`src/assert_macros.svh`:
```
// ---------------------------------------------------------------------------
// assert_macros.svh
// Assertion shorthands for the RTL of the ADC averaging block.
// ---------------------------------------------------------------------------
`ifndef ASSERT_MACROS_SVH
`define ASSERT_MACROS_SVH

// Property must hold at every rising edge outside reset.
`define ASSERT_PROP(lbl, clk, rst, prop, msg) \
   lbl: assert property (@(posedge clk) disable iff (rst) prop) else $error(msg);

// Condition must never be true outside reset.
`define ASSERT_NEVER(lbl, clk, rst, cond, msg) \
   lbl: assert property (@(posedge clk) disable iff (rst) !(cond)) else $error(msg);

`endif

```
`src/adcavg_pkg.sv`:
```
// ---------------------------------------------------------------------------
// adcavg_pkg
// Types and fixed constants of the ADC block average and scaling block.
// ---------------------------------------------------------------------------
package adcavg_pkg;

   localparam int unsigned NUM_CH     = 4;
   localparam int unsigned SAMPLE_W   = 12;
   localparam int unsigned GAIN_W     = 22;
   localparam int unsigned OFFSET_W   = 13;
   localparam int unsigned RESULT_W   = 16;
   localparam int unsigned Q_FRAC     = 16;
   localparam int unsigned PROD_W     = SAMPLE_W + GAIN_W;   // avg * gain
   localparam int unsigned SCALED_W   = PROD_W - Q_FRAC;     // after Q16 drop
   localparam int unsigned CPROD_W    = SCALED_W + GAIN_W;   // pin delta * gain
   localparam int unsigned CSR_ADDR_W = 3;
   localparam int unsigned IN_DATA_W  = NUM_CH * SAMPLE_W;
   localparam int unsigned OUT_DATA_W = NUM_CH * SAMPLE_W + NUM_CH * RESULT_W;

   // Channel positions (lane numbers and tdata order)
   localparam int unsigned CH_12V = 0;
   localparam int unsigned CH_5V  = 1;
   localparam int unsigned CH_3V3 = 2;
   localparam int unsigned CH_CUR = 3;

   // Reset values of the configuration registers
   localparam logic [GAIN_W-1:0]   RST_GAIN_12V    = GAIN_W'(633600);
   localparam logic [GAIN_W-1:0]   RST_GAIN_5V     = GAIN_W'(252930);
   localparam logic [GAIN_W-1:0]   RST_GAIN_3V3    = GAIN_W'(168960);
   localparam logic [GAIN_W-1:0]   RST_GAIN_PIN    = GAIN_W'(52800);
   localparam logic [OFFSET_W-1:0] RST_OFFSET_MV   = OFFSET_W'(2500);
   localparam logic [GAIN_W-1:0]   RST_SENSOR_GAIN = GAIN_W'(294912);

   typedef enum logic [CSR_ADDR_W-1:0] {
      CSR_GAIN_12V,
      CSR_GAIN_5V,
      CSR_GAIN_3V3,
      CSR_GAIN_PIN,
      CSR_OFFSET_MV,
      CSR_SENSOR_GAIN
   } csr_index_type;

   typedef logic [NUM_CH-1:0][SAMPLE_W-1:0] sample_vec_type;
   typedef logic [NUM_CH-1:0][SCALED_W-1:0] scaled_vec_type;

   // Sequencer to lanes
   typedef struct packed {
      logic             accept;    // scan request taken this cycle
      logic             last;      // this scan closes the block
      logic             div_step;  // divide the block sum this cycle
      logic             mul_step;  // gain multiply this cycle
   } lane_ctrl_type;

   // Sequencer to merge stage
   typedef struct packed {
      logic sub_step;   // pin minus offset
      logic cmul_step;  // delta times sensor gain
      logic load;       // capture result into output register
   } merge_ctrl_type;

   // Clamp an unsigned Q16-dropped product to 16 bits
   function automatic logic [RESULT_W-1:0] sat_scaled(input logic [SCALED_W-1:0] v);
      logic [RESULT_W-1:0] r;
      r = (|v[SCALED_W-1:RESULT_W]) ? {RESULT_W{1'b1}} : v[RESULT_W-1:0];
      return r;
   endfunction

endpackage

```
`src/adcavg_lane.sv`:
```
// ---------------------------------------------------------------------------
// adcavg_lane
// One channel: running sum, reciprocal divide by the scan count, Q16 gain multiply.
// ---------------------------------------------------------------------------
module adcavg_lane #(
   parameter int unsigned SCAN_COUNT = 16
) (
   input  logic                             clock,
   input  logic                             reset,
   input  adcavg_pkg::lane_ctrl_type        ctrl,
   input  logic [adcavg_pkg::SAMPLE_W-1:0]  sample,
   input  logic [adcavg_pkg::GAIN_W-1:0]    gain,
   output logic [adcavg_pkg::SAMPLE_W-1:0]  avg,
   output logic [adcavg_pkg::SCALED_W-1:0]  scaled
);
   import adcavg_pkg::*;

   localparam int unsigned DIV_SH  = (SCAN_COUNT > 1) ? $clog2(SCAN_COUNT) : 0;
   localparam int unsigned SUM_W   = SAMPLE_W + DIV_SH;
   // Reciprocal ceil(2^RCP_SH / SCAN_COUNT) is exact for every SUM_W-bit sum
   localparam int unsigned RCP_SH  = SUM_W + DIV_SH;
   localparam int unsigned RCP_W   = SUM_W + 1;
   localparam int unsigned QPROD_W = SUM_W + RCP_W;
   localparam longint unsigned RCP_FULL =
      ((64'd1 << RCP_SH) + 64'(SCAN_COUNT) - 64'd1) / 64'(SCAN_COUNT);
   localparam logic [RCP_W-1:0] RECIP = RCP_W'(RCP_FULL);

   logic [SUM_W-1:0]    sum_ff, sum_in;
   logic [SUM_W-1:0]    blk_sum_ff, blk_sum_in;
   logic [SAMPLE_W-1:0] quo_ff, quo_in;
   logic [PROD_W-1:0]   prod_ff, prod_in;
   logic [SUM_W-1:0]    sum_total;
   logic [QPROD_W-1:0]  quo_prod;

   assign sum_total = sum_ff + SUM_W'(sample);
   assign quo_prod  = QPROD_W'(blk_sum_ff) * QPROD_W'(RECIP);

   // Accumulate; the closing scan clears the sum
   always_comb begin
      sum_in = sum_ff;
      if (ctrl.accept) begin
         sum_in = ctrl.last ? '0 : sum_total;
      end
   end

   // Hold the block sum, then divide by multiplying with the reciprocal
   always_comb begin
      blk_sum_in = blk_sum_ff;
      quo_in     = quo_ff;
      if (ctrl.accept && ctrl.last) begin
         blk_sum_in = sum_total;
      end
      if (ctrl.div_step) begin
         quo_in = quo_prod[RCP_SH +: SAMPLE_W];
      end
   end

   // Q16 gain product
   assign prod_in = ctrl.mul_step ? (PROD_W'(quo_ff) * PROD_W'(gain)) : prod_ff;

   always_ff @(posedge clock) begin
      if (reset) begin
         sum_ff <= '0;
      end else begin
         sum_ff <= sum_in;
      end
   end

   always_ff @(posedge clock) begin
      blk_sum_ff <= blk_sum_in;
      quo_ff     <= quo_in;
      prod_ff    <= prod_in;
   end

   assign avg    = quo_ff;
   assign scaled = prod_ff[PROD_W-1:Q_FRAC];

endmodule

```
`src/adcavg_merge.sv`:
```
// ---------------------------------------------------------------------------
// adcavg_merge
// Combines lane results: rail saturation, current offset and gain, output register.
// ---------------------------------------------------------------------------
module adcavg_merge (
   input  logic                               clock,
   input  logic                               reset,
   input  adcavg_pkg::merge_ctrl_type         ctrl,
   input  adcavg_pkg::sample_vec_type         avg,
   input  adcavg_pkg::scaled_vec_type         scaled,
   input  logic [adcavg_pkg::OFFSET_W-1:0]    sensor_offset_mv,
   input  logic [adcavg_pkg::GAIN_W-1:0]      sensor_gain_ma,
   input  logic                               rsp_tready,
   output logic                               rsp_tvalid,
   output logic [adcavg_pkg::OUT_DATA_W-1:0]  rsp_tdata
);
   import adcavg_pkg::*;

   logic [SCALED_W-1:0]   diff_ff, diff_in;
   logic [CPROD_W-1:0]    cprod_ff, cprod_in;
   logic [OUT_DATA_W-1:0] data_ff, data_in;
   logic                  valid_ff, valid_in;
   logic [SCALED_W-1:0]   pin_mv;
   logic [SCALED_W-1:0]   offset_ext;
   logic [CPROD_W-Q_FRAC-1:0] cur_hi;
   logic [RESULT_W-1:0]   cur_ma;

   assign pin_mv     = scaled[CH_CUR];
   assign offset_ext = SCALED_W'(sensor_offset_mv);

   // Pin deviation above the zero-current offset, clamped at zero
   always_comb begin
      diff_in = diff_ff;
      if (ctrl.sub_step) begin
         diff_in = (pin_mv > offset_ext) ? (pin_mv - offset_ext) : '0;
      end
   end

   assign cprod_in = ctrl.cmul_step ? (CPROD_W'(diff_ff) * CPROD_W'(sensor_gain_ma))
                                    : cprod_ff;

   assign cur_hi = cprod_ff[CPROD_W-1:Q_FRAC];
   assign cur_ma = (|cur_hi[CPROD_W-Q_FRAC-1:RESULT_W]) ? {RESULT_W{1'b1}}
                                                          : cur_hi[RESULT_W-1:0];

   // Output register; first field in the low bits
   always_comb begin
      data_in  = data_ff;
      valid_in = valid_ff && !rsp_tready;
      if (ctrl.load) begin
         data_in  = {cur_ma,
                     sat_scaled(scaled[CH_3V3]),
                     sat_scaled(scaled[CH_5V]),
                     sat_scaled(scaled[CH_12V]),
                     avg[CH_CUR], avg[CH_3V3], avg[CH_5V], avg[CH_12V]};
         valid_in = 1'b1;
      end
   end

   always_ff @(posedge clock) begin
      if (reset) begin
         valid_ff <= 1'b0;
      end else begin
         valid_ff <= valid_in;
      end
   end

   always_ff @(posedge clock) begin
      diff_ff  <= diff_in;
      cprod_ff <= cprod_in;
      data_ff  <= data_in;
   end

   assign rsp_tvalid = valid_ff;
   assign rsp_tdata  = data_ff;

endmodule

```
`src/adc_block_average_scale.sv`:
```
// ---------------------------------------------------------------------------
// adc_block_average_scale
// Block average of a 4-channel ADC scan stream with Q16 scaling to mV and mA.
// ---------------------------------------------------------------------------
// Each request is one scan of four 12-bit samples. Scans are taken one per
// cycle while in ST_ACCUM and summed per channel; the SCAN_COUNT-th scan
// closes the block. The block is then finished with req_tready low, through
// ST_DIVIDE (the divide by SCAN_COUNT, a reciprocal multiply, in the four
// channel lanes), ST_MULT (the lane gain multiply) and three merge-stage
// states: ST_SUB (offset subtract), ST_CMUL (sensor gain multiply) and
// ST_LOAD (load of the output register), which waits while the previous
// result still sits unclaimed in the output register. While a result waits
// on rsp_tready the next block's scans are still taken.
// Register writes take effect at the next result.
`include "assert_macros.svh"

module adc_block_average_scale #(
   parameter int unsigned SCAN_COUNT = 16
) (
   input  logic                                 clock,
   input  logic                                 reset,
   // Scan requests
   input  logic                                 req_tvalid,
   output logic                                 req_tready,
   // sample_rail_12v, sample_rail_5v, sample_rail_3v3, sample_current
   input  logic [adcavg_pkg::IN_DATA_W-1:0]     req_tdata,
   // Results
   output logic                                 rsp_tvalid,
   input  logic                                 rsp_tready,
   // avg_rail_12v, avg_rail_5v, avg_rail_3v3, avg_current,
   // rail_12v_mv, rail_5v_mv, rail_3v3_mv, load_current_ma
   output logic [adcavg_pkg::OUT_DATA_W-1:0]    rsp_tdata,
   // Register writes
   input  logic                                 csr_we,
   input  logic [adcavg_pkg::CSR_ADDR_W-1:0]    csr_addr,
   input  logic [adcavg_pkg::GAIN_W-1:0]        csr_wdata
);
   import adcavg_pkg::*;

   localparam int unsigned CNT_W = (SCAN_COUNT > 1) ? $clog2(SCAN_COUNT) : 1;
   localparam logic [CNT_W-1:0] LAST_SCAN = CNT_W'(SCAN_COUNT - 1);

   typedef enum logic [2:0] {
      ST_ACCUM,
      ST_DIVIDE,
      ST_MULT,
      ST_SUB,
      ST_CMUL,
      ST_LOAD
   } state_type;

   state_type        state_ff, state_in;
   logic [CNT_W-1:0] scan_cnt_ff, scan_cnt_in;

   logic [GAIN_W-1:0]   gain_12v_ff, gain_5v_ff, gain_3v3_ff, gain_pin_ff, sensor_gain_ff;
   logic [OFFSET_W-1:0] offset_ff;

   logic           req_accept;
   logic           last_scan;
   logic           out_free;
   lane_ctrl_type  lane_ctrl;
   merge_ctrl_type merge_ctrl;
   sample_vec_type avg_vec;
   scaled_vec_type scaled_vec;
   logic [NUM_CH-1:0][GAIN_W-1:0] lane_gain;

   assign req_tready = (state_ff == ST_ACCUM);
   assign req_accept = req_tvalid && req_tready;
   assign last_scan  = (scan_cnt_ff == LAST_SCAN);
   assign out_free   = !rsp_tvalid || rsp_tready;

   // Sequencer next state
   always_comb begin
      state_in    = state_ff;
      scan_cnt_in = scan_cnt_ff;
      lane_ctrl   = '0;
      merge_ctrl  = '0;
      lane_ctrl.accept  = req_accept;
      lane_ctrl.last    = last_scan;
      case (state_ff)
         ST_ACCUM: begin
            if (req_accept) begin
               if (last_scan) begin
                  scan_cnt_in = '0;
                  state_in    = ST_DIVIDE;
               end else begin
                  scan_cnt_in = scan_cnt_ff + CNT_W'(1);
               end
            end
         end
         ST_DIVIDE: begin
            lane_ctrl.div_step = 1'b1;
            state_in = ST_MULT;
         end
         ST_MULT: begin
            lane_ctrl.mul_step = 1'b1;
            state_in = ST_SUB;
         end
         ST_SUB: begin
            merge_ctrl.sub_step = 1'b1;
            state_in = ST_CMUL;
         end
         ST_CMUL: begin
            merge_ctrl.cmul_step = 1'b1;
            state_in = ST_LOAD;
         end
         ST_LOAD: begin
            if (out_free) begin
               merge_ctrl.load = 1'b1;
               state_in = ST_ACCUM;
            end
         end
         default: begin
            state_in = ST_ACCUM;
         end
      endcase
   end

   always_ff @(posedge clock) begin
      if (reset) begin
         state_ff    <= ST_ACCUM;
         scan_cnt_ff <= '0;
      end else begin
         state_ff    <= state_in;
         scan_cnt_ff <= scan_cnt_in;
      end
   end

   // Configuration registers
   always_ff @(posedge clock) begin
      if (reset) begin
         gain_12v_ff    <= RST_GAIN_12V;
         gain_5v_ff     <= RST_GAIN_5V;
         gain_3v3_ff    <= RST_GAIN_3V3;
         gain_pin_ff    <= RST_GAIN_PIN;
         offset_ff      <= RST_OFFSET_MV;
         sensor_gain_ff <= RST_SENSOR_GAIN;
      end else if (csr_we) begin
         case (csr_addr)
            CSR_GAIN_12V:    gain_12v_ff    <= csr_wdata;
            CSR_GAIN_5V:     gain_5v_ff     <= csr_wdata;
            CSR_GAIN_3V3:    gain_3v3_ff    <= csr_wdata;
            CSR_GAIN_PIN:    gain_pin_ff    <= csr_wdata;
            CSR_OFFSET_MV:   offset_ff      <= csr_wdata[OFFSET_W-1:0];
            CSR_SENSOR_GAIN: sensor_gain_ff <= csr_wdata;
            default: ;
         endcase
      end
   end

   assign lane_gain[CH_12V] = gain_12v_ff;
   assign lane_gain[CH_5V]  = gain_5v_ff;
   assign lane_gain[CH_3V3] = gain_3v3_ff;
   assign lane_gain[CH_CUR] = gain_pin_ff;

   // Channel lanes
   for (genvar ch = 0; ch < NUM_CH; ch++) begin : g_lane
      adcavg_lane #(
         .SCAN_COUNT (SCAN_COUNT)
      ) u_lane (
         .clock  (clock),
         .reset  (reset),
         .ctrl   (lane_ctrl),
         .sample (req_tdata[ch*SAMPLE_W +: SAMPLE_W]),
         .gain   (lane_gain[ch]),
         .avg    (avg_vec[ch]),
         .scaled (scaled_vec[ch])
      );
   end

   adcavg_merge u_merge (
      .clock            (clock),
      .reset            (reset),
      .ctrl             (merge_ctrl),
      .avg              (avg_vec),
      .scaled           (scaled_vec),
      .sensor_offset_mv (offset_ff),
      .sensor_gain_ma   (sensor_gain_ff),
      .rsp_tready       (rsp_tready),
      .rsp_tvalid       (rsp_tvalid),
      .rsp_tdata        (rsp_tdata)
   );

   // Checks
   `ASSERT_PROP(a_last_starts_divide, clock, reset, (req_accept && last_scan) |=> (state_ff == ST_DIVIDE), "closing scan did not start the divide")
   `ASSERT_PROP(a_divide_one_cycle, clock, reset, (state_ff == ST_DIVIDE) |=> (state_ff == ST_MULT), "divide did not finish in one cycle")
   `ASSERT_NEVER(a_load_overwrites, clock, reset, merge_ctrl.load && rsp_tvalid && !rsp_tready, "result loaded over an unclaimed one")
   `ASSERT_PROP(a_load_shows_result, clock, reset, merge_ctrl.load |=> rsp_tvalid, "loaded result not presented")
   `ASSERT_NEVER(a_scan_cnt_range, clock, reset, scan_cnt_ff > LAST_SCAN, "scan counter past block length")

endmodule

```
`config.mk`:
```
export PLATFORM = sky130hd
export DESIGN_NAME = adc_block_average_scale
export DESIGN_NICKNAME = d
export VERILOG_FILES = /design/src/adcavg_pkg.sv /design/src/adcavg_lane.sv /design/src/adcavg_merge.sv /design/src/adc_block_average_scale.sv
export VERILOG_INCLUDE_DIRS = /design/src /design/src/src
export SDC_FILE = /design/constraint.sdc
export NUM_CORES = 2
export LEC_CHECK = 0
export BUFFER_PORTS_ARGS = -buffer_cell sky130_fd_sc_hd__buf_4
export CAP_MARGIN = 25
export CORE_AREA = 4 4 221 438
export CTS_CLUSTER_DIAMETER = 30
export CTS_CLUSTER_SIZE = 10
export DETAILED_ROUTE_END_ITERATION = 8
export DIE_AREA = 0 0 225 442
export PLACE_DENSITY_LB_ADDON = 0.15
export SETUP_SLACK_MARGIN = 0.15
export SLEW_MARGIN = 20
export SYNTH_ARGS = -nofsm -noshare
export SYNTH_HDL_FRONTEND = slang
export SYNTH_HIERARCHICAL = 1
export SYNTH_SLANG_ARGS = --single-unit
export TNS_END_PERCENT = 50
```
`constraint.sdc`:
```
create_clock -name clock -period 10.8 [get_ports clock]
set_clock_uncertainty 0.05 [all_clocks]
set_input_delay 2.16 -clock clock [delete_from_list [all_inputs] [get_ports clock]]
set_output_delay 2.16 -clock clock [all_outputs]
set_load 0.02 [all_outputs]
```
==> flow_summary.ini <==
[timing]
post-route-period-util = 0.6277
setup_violations = 0
worst_slew_pin_slew_ps = 1075
rsz0062_at_grt = no
hold_viol = 0
max_freq_mhz = 147.5
slew_violations = 0
tns_ps = 0
fin_crit_ps = 6779
slew_headroom = 0.2740

[logic_synthesis]
yosysWarnings = 6
ys_types = 98
synthArstFlopShare = 0
synth_edf_count = 322
ys.flop_type = edfxtp_1
syn_nets = 8619
postSynthCellCount = 6977
yosysSeqAreaShare = 0.2095
synth_area_per_cell_um2 = 9.284
synthesis.area_mm2 = 0.06478
ys_ff_latch = 517

[routing]
dr_total_vias = 48896
drc = 0
drtPass1Iterations = 8
routed_wl_mm = 170.7
viasPerCell = 5.950
ant_nets = 0
drt_iter0_markers = 3296
wl_per_cell_um = 20.77

[grt]
grt_antenna_before_repair = 6
track_usage = 0.3507
grt.overflow.total = 0
grt_pass1_wl_mm = 273.3
grt_pass1_vias = 53483
grt_max_degree = 163

[clock_network]
htree_levels = 3
cts_root_buffer = clkbuf_16
insertion_delay_ps = 690
clk_pin_slew_ps = 50
clockBufferDepth = 3
cts_tree = done
postCtsSetupBuffers = 0
numCtsBuffers = 82
hold_buffers = 0
cts_resized = 0
cts_sinks = 517

[job]
maxCapViolCount = 0

[setup_path]
endpoint_kind = flop
worstPathMaxFanout = 22
crit_arrival_ps = 7170
crit_type = flop to flop
cp_data_required_time_ps = 11190
start_kind = flop

[place]
placed_area_mm2 = 0.06665
io_buffers = 191
place.gp.congestion = 0.9391
dp_hpwl_mm = 131.5

[floorplanning]
fp.dieH_um = 442
coreArea_mm2 = 0.09370
start_util = 0.6913
floorplan.rows = 159
die_w_um = 225
die_area_mm2 = 0.09945
io_pins = 192

[pwr]
p_per_area_mw_per_mm2 = 106.5
vdd_drop_max_mv = 0.1555
p_leak_nw = 33.28

[finish]
final_layout_size_suffix_gt1_frac = 0.05839
areaGrowthSynthToFinish_pct = 7.270
final_area_mm2 = 0.06949
nets = 8582

[run_status]
status = complete, no violations

[hold_path]
hold_path_class = flop to flop
==> power breakdown <==
group / total, W / leakage (nW) / switching (W) / internal, W
combinational: 0.00247 / 27.5 / 0.00147 / 0.000994
sequential: 0.00229 / 4.42 / 0.0000704 / 0.00222
clock: 0.00264 / 1.33 / 0.00101 / 0.00164
==> placed cells by master, fill, tap and decap left out, types with 43 or more instances in the layout <==
cell,count
edfxtp_1,322
inv_1,1375
nand3_1,55
a21o_1,59
xor2_1,52
dfxtp_1,195
or3_1,68
nor2_1,139
clkbuf_16,87
nor3_1,56
ha_1,445
o21ai_0,90
buf_4,213
nor2b_1,43
a21oi_1,281
and2_1,442
nand2_1,1328
xnor2_1,99
fa_1,1119
==> per-layer routing <==
metal	up-vias	track usage	wire length [um]
met5	-	0	21
met4	4	0.2371	13490
met3	853	0.05946	11930
met2	2194	0.6327	90950
met1	24426	0.3687	54340
li1	21419	-	-
==> cell usage after synthesis, drive strengths merged (37+ instances only) <==
cell    number  share of area
inv       1377          0.080
nand2     1328          0.077
fa        1119           0.35
ha         445          0.086
and2       442          0.043
edfxtp     322           0.15
clkbuf     321          0.019
a21oi      283          0.022
dfxtp      195          0.060
nor2       141         0.0082
o21ai      105         0.0082
xnor2       99          0.013
or3         68         0.0066
a21o        60         0.0070
nor3        57         0.0045
nand3       56         0.0044
xor2        52         0.0070
nor2b       43         0.0042
a31oi       41         0.0042
nand2b      37         0.0036
==> worst paths after layout <==
path,startpoint,endpoint,slack [ps],depth (start not counted)
max,u_merge/diff_ff[6]$_SDFFCE_PP0P_,u_merge/cprod_ff[37]$_DFFE_PP_,4020,19
min,g_lane[2].u_lane/blk_sum_ff[13]$_DFFE_PP_,g_lane[2].u_lane/avg[9]$_DFFE_PP_,360,0
min reg2reg,g_lane[2].u_lane/blk_sum_ff[13]$_DFFE_PP_,g_lane[2].u_lane/avg[9]$_DFFE_PP_,360,0
max reg2reg,u_merge/diff_ff[6]$_SDFFCE_PP0P_,u_merge/cprod_ff[37]$_DFFE_PP_,4020,19
==> logic make-up after synthesis <==
group | count (synthesis) | synth area share
AOI/OAI and AO/OA | 675 | 0.06600
xor gates and xnor gates | 151 | 0.02042
adders and majority gates | 1564 | 0.4318
buffers and inverters | 1718 | 0.1002
DFF | 517 | 0.2095
muxes | 11 | 0.001738
and+or+nand+nor | 2341 | 0.1703
==> worst max-delay path, cell delays in order (launching register included) <==
cell and delay [ps]:
edfxtp_1 910, nand2_1 180, fa_1 570, inv_1 60, fa_1 450, fa_1 560
inv_1 50, fa_1 710, inv_1 100, fa_1 480, inv_1 50, fa_1 470
inv_1 40, ha_1 470, nand4_1 180, a21oi_1 200, a211o_1 190, a31oi_4 60
or4b_1 530, and3_1 190
==> registers in the layout (all words and copies together) (netlist names) <==
name and count:
u_merge/rsp_tdata 112, g_lane.u_lane/prod_ff 72, g_lane.u_lane/sum_ff 64, g_lane.u_lane/avg 48
g_lane.u_lane/blk_sum_ff 48, u_merge/cprod_ff 24, gain_12v_ff 22, gain_3v3_ff 22
gain_5v_ff 22, gain_pin_ff 22, sensor_gain_ff 22, u_merge/diff_ff 18
offset_ff 13, scan_cnt_ff 4, state_ff 3, u_merge/rsp_tvalid 1
==> stage by stage <==
step | total power, W | hold slack, ps | instances | utilization | setup slack [ps]
2_1_floorplan | 0.004117 | 350.3 | 6977 | - | 3111
3_3_place_gp | 0.004686 | 351.6 | 8057 | 0.7112 | 4175
3_5_place_dp | 0.004760 | 354.5 | 8058 | 0.7113 | 4069
4_1_cts | 0.007423 | 357.6 | 8207 | 0.7407 | 4057
5_1_grt | 0.007835 | 367.5 | 8213 | 0.7414 | 3652
6_report | 0.007399 | 356.4 | 8218 | 0.7416 | 4021
==> cell type report <==
cell class	instances	area, um^2
multi-input combinational	4742	44770
fill	6885	24220
sequential	517	13570
inverter	1377	5169
clock buffer	110	2344
timing repair buffer	220	1693
tap	1207	1510
clock inverter	39	410.4
antenna	6	15.01
Power figures use the tool's default switching activity.
